**src/rtl/assert_macros.svh**
```systemverilog
`ifndef ASSERT_MACROS_SVH
`define ASSERT_MACROS_SVH

// condition that holds at every clock edge out of reset
`define ASSERT_ALWAYS(label, cond) \
  label: assert property (@(posedge clk) disable iff (rst) (cond)) \
    else $error("assertion failed");

// antecedent in one cycle implies consequent in the next
`define ASSERT_NEXT(label, ante, cons) \
  label: assert property (@(posedge clk) disable iff (rst) (ante) |=> (cons)) \
    else $error("assertion failed");

`endif

```
**src/rtl/oca_pkg.sv**
```systemverilog
package oca_pkg;

  localparam int WIDTH = 16;
  localparam int MAG_W = WIDTH - 1;
  localparam int PROD_W = 2 * MAG_W;

  localparam logic [1:0] OP_ADD = 2'd0;
  localparam logic [1:0] OP_SUB = 2'd1;
  localparam logic [1:0] OP_MUL = 2'd2;
  localparam logic [1:0] OP_DIV = 2'd3;

  typedef struct packed {
    logic [1:0]        op;
    logic              neg;
    logic              dz;
    logic              add_ovf;
    logic [WIDTH-1:0]  add_res;
    logic [PROD_W-1:0] prod;
    logic [MAG_W-1:0]  rem;
    logic [MAG_W-1:0]  quo;
    logic [MAG_W-1:0]  dsr;
  } item_t;

  function automatic logic [MAG_W-1:0] magnitude(input logic [WIDTH-1:0] x);
    magnitude = x[WIDTH-1] ? ~x[MAG_W-1:0] : x[MAG_W-1:0];
  endfunction

  function automatic logic [WIDTH-1:0] encode(input logic neg, input logic [MAG_W-1:0] mag);
    logic [WIDTH-1:0] full;
    full = {1'b0, mag};
    if (mag == '0) begin
      encode = '0;
    end else if (neg) begin
      encode = ~full;
    end else begin
      encode = full;
    end
  endfunction

endpackage

```
**src/rtl/oca_div_stage.sv**
```systemverilog
module oca_div_stage
  import oca_pkg::*;
(
  input  logic  clk,
  input  logic  rst,
  input  logic  in_valid,
  output logic  in_ready,
  input  item_t in_item,
  output logic  out_valid,
  input  logic  out_ready,
  output item_t out_item
);

  logic [MAG_W:0]   trial;
  logic [MAG_W:0]   diff;
  logic             fits;
  item_t            item_next;

  // one restoring division step: shift in the next dividend bit, try the divisor
  always_comb begin
    trial = {in_item.rem, in_item.quo[MAG_W-1]};
    diff  = trial - {1'b0, in_item.dsr};
    fits  = trial >= {1'b0, in_item.dsr};
    item_next = in_item;
    item_next.rem = fits ? diff[MAG_W-1:0] : trial[MAG_W-1:0];
    item_next.quo = {in_item.quo[MAG_W-2:0], fits};
  end

  assign in_ready = !out_valid || out_ready;

  always_ff @(posedge clk) begin
    if (rst) begin
      out_valid <= 1'b0;
    end else if (in_ready) begin
      out_valid <= in_valid;
    end
  end

  always_ff @(posedge clk) begin
    if (in_ready && in_valid) begin
      out_item <= item_next;
    end
  end

endmodule

```
**src/rtl/ones_complement_alu_top.sv**
```systemverilog
// channel   | handshake            | word
// ----------+----------------------+-------------------------------------------
// input     | in_valid / in_ready  | op, operand_a, operand_b
// output    | out_valid / out_ready| result_bits, overflowed, divided_by_zero
//
// one word enters per cycle while in_ready is high, i.e. unless a full first stage is stalled
// each word passes the divider, one restoring step per stage, 15 stages,
// plus an operand stage (add, magnitudes, multiply) and the output register
// reset clears the valid bits only; no clearing pass
// each stage holds while the one after it is full and stalled; bubbles close up
module ones_complement_alu_top
  import oca_pkg::*;
(
  input  logic             clk,
  input  logic             rst,
  input  logic             in_valid,
  output logic             in_ready,
  input  logic [1:0]       op,
  input  logic [15:0]      operand_a,
  input  logic [15:0]      operand_b,
  output logic             out_valid,
  input  logic             out_ready,
  output logic [15:0]      result_bits,
  output logic             overflowed,
  output logic             divided_by_zero
);

  `include "assert_macros.svh"

  logic [MAG_W:0] v;
  logic [MAG_W:0] rdy;
  item_t          items [0:MAG_W];

  // operand stage
  logic [WIDTH-1:0] a;
  logic [WIDTH-1:0] b;
  logic [WIDTH-1:0] addend;
  logic [WIDTH:0]   sum;
  logic [WIDTH-1:0] wrapped;
  logic [MAG_W-1:0] ma;
  logic [MAG_W-1:0] mb;
  item_t            s1_next;
  logic             s1_valid;
  item_t            s1_item;

  always_comb begin
    a       = operand_a[WIDTH-1:0];
    b       = operand_b[WIDTH-1:0];
    addend  = (op == OP_SUB) ? ~b : b;
    sum     = {1'b0, a} + {1'b0, addend};
    wrapped = sum[WIDTH-1:0] + {{(WIDTH-1){1'b0}}, sum[WIDTH]};
    ma      = magnitude(a);
    mb      = magnitude(b);
    s1_next.op      = op;
    s1_next.neg     = a[WIDTH-1] ^ b[WIDTH-1];
    s1_next.dz      = (op == OP_DIV) && (mb == '0);
    s1_next.add_ovf = (a[WIDTH-1] == addend[WIDTH-1]) && (wrapped[WIDTH-1] != a[WIDTH-1]);
    s1_next.add_res = wrapped;
    s1_next.prod    = ma * mb;
    s1_next.rem     = '0;
    s1_next.quo     = ma;
    s1_next.dsr     = mb;
  end

  assign in_ready = !s1_valid || rdy[0];

  always_ff @(posedge clk) begin
    if (rst) begin
      s1_valid <= 1'b0;
    end else if (in_ready) begin
      s1_valid <= in_valid;
    end
  end

  always_ff @(posedge clk) begin
    if (in_ready && in_valid) begin
      s1_item <= s1_next;
    end
  end

  assign v[0]     = s1_valid;
  assign items[0] = s1_item;

  // divider stages
  for (genvar k = 0; k < MAG_W; k++) begin : g_div
    oca_div_stage u_step (
      .clk       (clk),
      .rst       (rst),
      .in_valid  (v[k]),
      .in_ready  (rdy[k]),
      .in_item   (items[k]),
      .out_valid (v[k+1]),
      .out_ready (rdy[k+1]),
      .out_item  (items[k+1])
    );
  end

  // result encode and output register
  item_t            last;
  logic             mul_ovf;
  logic [MAG_W-1:0] mul_mag;
  logic [WIDTH-1:0] res_next;
  logic             ovf_next;
  logic             dz_next;

  always_comb begin
    last     = items[MAG_W];
    mul_ovf  = last.prod[PROD_W-1:MAG_W] != '0;
    mul_mag  = mul_ovf ? {MAG_W{1'b1}} : last.prod[MAG_W-1:0];
    res_next = '0;
    ovf_next = 1'b0;
    dz_next  = 1'b0;
    case (last.op)
      OP_ADD, OP_SUB: begin
        res_next = last.add_res;
        ovf_next = last.add_ovf;
      end
      OP_MUL: begin
        res_next = encode(last.neg, mul_mag);
        ovf_next = mul_ovf;
      end
      OP_DIV: begin
        res_next = last.dz ? '0 : encode(last.neg, last.quo);
        dz_next  = last.dz;
      end
      default: begin
        res_next = '0;
      end
    endcase
  end

  assign rdy[MAG_W] = !out_valid || out_ready;

  always_ff @(posedge clk) begin
    if (rst) begin
      out_valid <= 1'b0;
    end else if (rdy[MAG_W]) begin
      out_valid <= v[MAG_W];
    end
  end

  always_ff @(posedge clk) begin
    if (rdy[MAG_W] && v[MAG_W]) begin
      result_bits     <= res_next[15:0];
      overflowed      <= ovf_next;
      divided_by_zero <= dz_next;
    end
  end

  `ASSERT_NEXT(a_enter_stage, in_valid && in_ready, v[0])
  `ASSERT_ALWAYS(a_dz_only_div, !v[0] || !items[0].dz || items[0].op == OP_DIV)
  `ASSERT_ALWAYS(a_rem_below_dsr, !v[MAG_W] || last.dz || last.op != OP_DIV || last.rem < last.dsr)
  `ASSERT_ALWAYS(a_dz_clean, !out_valid || !divided_by_zero || (result_bits == '0 && !overflowed))

endmodule
```
**config.mk**
```make
export PLATFORM = sky130hd
export DESIGN_NAME = ones_complement_alu_top
export DESIGN_NICKNAME = d
export VERILOG_FILES = /design/src/rtl/oca_pkg.sv /design/src/rtl/oca_div_stage.sv /design/src/rtl/ones_complement_alu_top.sv
export VERILOG_INCLUDE_DIRS = /design/src /design/src/rtl
export SDC_FILE = /design/constraint.sdc
export NUM_CORES = 2
export LEC_CHECK = 0
export BUFFER_PORTS_ARGS = -buffer_cell sky130_fd_sc_hd__buf_4
export CELL_PAD_IN_SITES_DETAIL_PLACEMENT = 1
export CELL_PAD_IN_SITES_GLOBAL_PLACEMENT = 2
export CORE_ASPECT_RATIO = 1.4
export CORE_MARGIN = 1
export CORE_UTILIZATION = 43
export CTS_CLUSTER_SIZE = 8
export DETAILED_ROUTE_END_ITERATION = 8
export PLACE_DENSITY = 0.84
export SKIP_LAST_GASP = 1
export SLEW_MARGIN = 0
export SYNTH_ARGS = -nofsm -noshare
export SYNTH_HDL_FRONTEND = slang
export SYNTH_HIERARCHICAL = 1
export SYNTH_SLANG_ARGS = --single-unit
```
**constraint.sdc**
```tcl
create_clock -name clk -period 9.6 [get_ports clk]
set_input_delay 2.88 -clock clk [delete_from_list [all_inputs] [get_ports clk]]
set_output_delay 2.88 -clock clk [all_outputs]
set_load 0.02 [all_outputs]
```
==> flow_summary.yaml <==
routing:
  wl_per_cell_um: 20.7
  postRouteAntennaNets: 0
  num_vias: 37800
  drc: 0
  dr.pass1.iters: 5
  drt_iter0_markers: 1538
  via_per_inst: 5.20
  wl_um: 151000
global_routing:
  overflow: 0
  grt_pass1_wl_um: 234000
  antenna_found_initial: 2
  grt_pass1_vias: 42300
  grt_max_degree: 72
  track_usage_pct: 18.5
clock_tree:
  cts_hold_buffers: 0
  cts_tree: "done"
  cts_resized: 0
  postCtsSetupRepairBufs: 0
  numCtsBuffers: 208
  clock_path_buffers: 3
  root_buffer: "clkbuf_16"
  cts_max_level: 4
  clk_pin_slew_worst_paths_ps: 50
  clock_latency_ps: 850
  clkSinkCount: 1526
timing:
  period_share_pct: 95.7
  period_minus_slack_ps: 9190
  grt_setup_unrepaired: "false"
  skew_ps: 95.1
  max_freq_mhz: 109
  maxSlewViolCount: 0
  final-hold-violation-count: 0
  tightest_slew_ps: 1010
  setup_viol: 0
  slew_headroom_pct: 32.7
cells_and_area:
  layout_commonest_cell: "edfxtp_1"
  drive_gt1_share_pct: 10.4
  design_area_mm2: 0.0799
  regArea_mm2: 0.0457
  fin_cells: 7278
  nNetsFinal: 5644
  area_growth_pct: 13.3
  multi_input_area_mm2: 0.0224
  nFillCells: 15900
  final_cell_mix: "1,509 x edfxtp_1, 543 x inv_1, 337 x ha_1"
power:
  power_w: 0.0214
  p_leak_nw: 29.8
  power.density_mw_per_mm2: 268
  ir_worst_vdd_mv: 0.333
setup_path:
  critPathArrivalTime_ps: 6310
  crit_type: "input port to output port"
  critical-path-max-stage-delay_ps: 200
  crit_top_cell: "nand2b_1"
  start_kind: "input port"
  cpMaxStageDelayCell: "nand2b_1"
  crit_path_max_fanout: 3
  crit_chain: "buf_4 -> nand2b_1 -> nand2b_1 -> nand2b_1 -> nand2b_1 -> nand2b_1 -> nand2b_1 -> nand2b_1 -> nand2b_1 -> nand2b_1 -> nand2b_1 -> nand2b_1 -> nand2b_1 -> nand2b_1 -> nand2b_1 -> nand2b_1 -> nand2b_1 -> nand2b_1 -> buf_4"
  critPathRequiredTime_ps: 6720
  endpoint_kind: "output port"
logic_synthesis:
  avgSynthCellArea_um2: 14.8
  yosysWarnings: 6
  netlist_area_mm2: 0.0705
  syn_inst: 4760
placement:
  hpwl_um: 115000
  place_congestion: 0.868
  place_inst: 7000
  numPortBuffers: 57
  placed_area_mm2: 0.0740
flow_run:
  drv_cap: 0
floorplanning:
  core_mm2: 0.163
  die_w_um: 344
  die_area_mm2: 0.166
  start_util_pct: 43.3
  pin_count: 58
  die_y_um: 481
  rows: 175
min_path:
  hold_path_class: "register to register"
run_status:
  status: "finished, final reports clean"
==> routing by layer <==
metal	part of all wire, %	vias to the layer above	routed length [um]	GRT usage [%]
met1	36	18900	54200	18.7
met2	57	644	85900	36.5
li1	-	18000	-	-
met5	0	-	0	0
met4	4.2	0	6390	8.88
met3	2.7	345	4010	2.38
==> where the power goes <==
part           switching (W)  total [W]  internal, W
logic                0.00395    0.00702      0.00307
clock network        0.00264    0.00654      0.00390
registers          0.0000817    0.00785      0.00777
total                0.00667     0.0214       0.0147
==> area by class of cell <==
class	instances	area share (%)
multi-input cells	2629	28.0
repair buffers	163	1.56
inverters	558	2.62
flip-flops and latches	1526	57.2
diodes	2	0.00627
clock buffers	261	6.77
clock inverters	15	0.508
well taps	2124	3.33
==> per-stage QoR <==
step	setup WS (ps)	hold slack [ps]	utilization, %	TNS, ps
floorplan	20.4	400	-	0
global placement	-190	400	45.5	-371
CTS	388	325	49.1	0
detailed placement	-362	405	45.5	-1170
finish	409	333	49.1	0
global route	66.0	338	49.1	0
==> registers in the layout, summed over array words and instances, names as in the netlist <==
| signal | cells |
|---|---|
| divided_by_zero | 1 |
| g_div.u_step/out_item | 1410 |
| g_div.u_step/out_valid | 15 |
| items | 81 |
| out_valid | 1 |
| overflowed | 1 |
| result_bits | 16 |
| s1_valid | 1 |
==> worst max-delay path: cells and delay by family <==
family,cells,cell delay [ps]
buffers and inverters,2,280
AND/OR/NAND/NOR,17,3150
==> final timing paths <==
path                                                from                                endpoint  slack (ps)  cells past startpoint
setup / recovery                               out_ready                                in_ready         410                     19
setup reg to reg                  out_valid$_SDFFE_PP0N_                   items[1464]$_DFFE_PP_        4990                     19
hold / removal    g_div[6].u_step/out_item[78]$_DFFE_PP_  g_div[7].u_step/out_item[78]$_DFFE_PP_         330                      0
hold reg to reg   g_div[6].u_step/out_item[78]$_DFFE_PP_  g_div[7].u_step/out_item[78]$_DFFE_PP_         330                      0
Note: power is estimated with default switching activity, not from simulation.
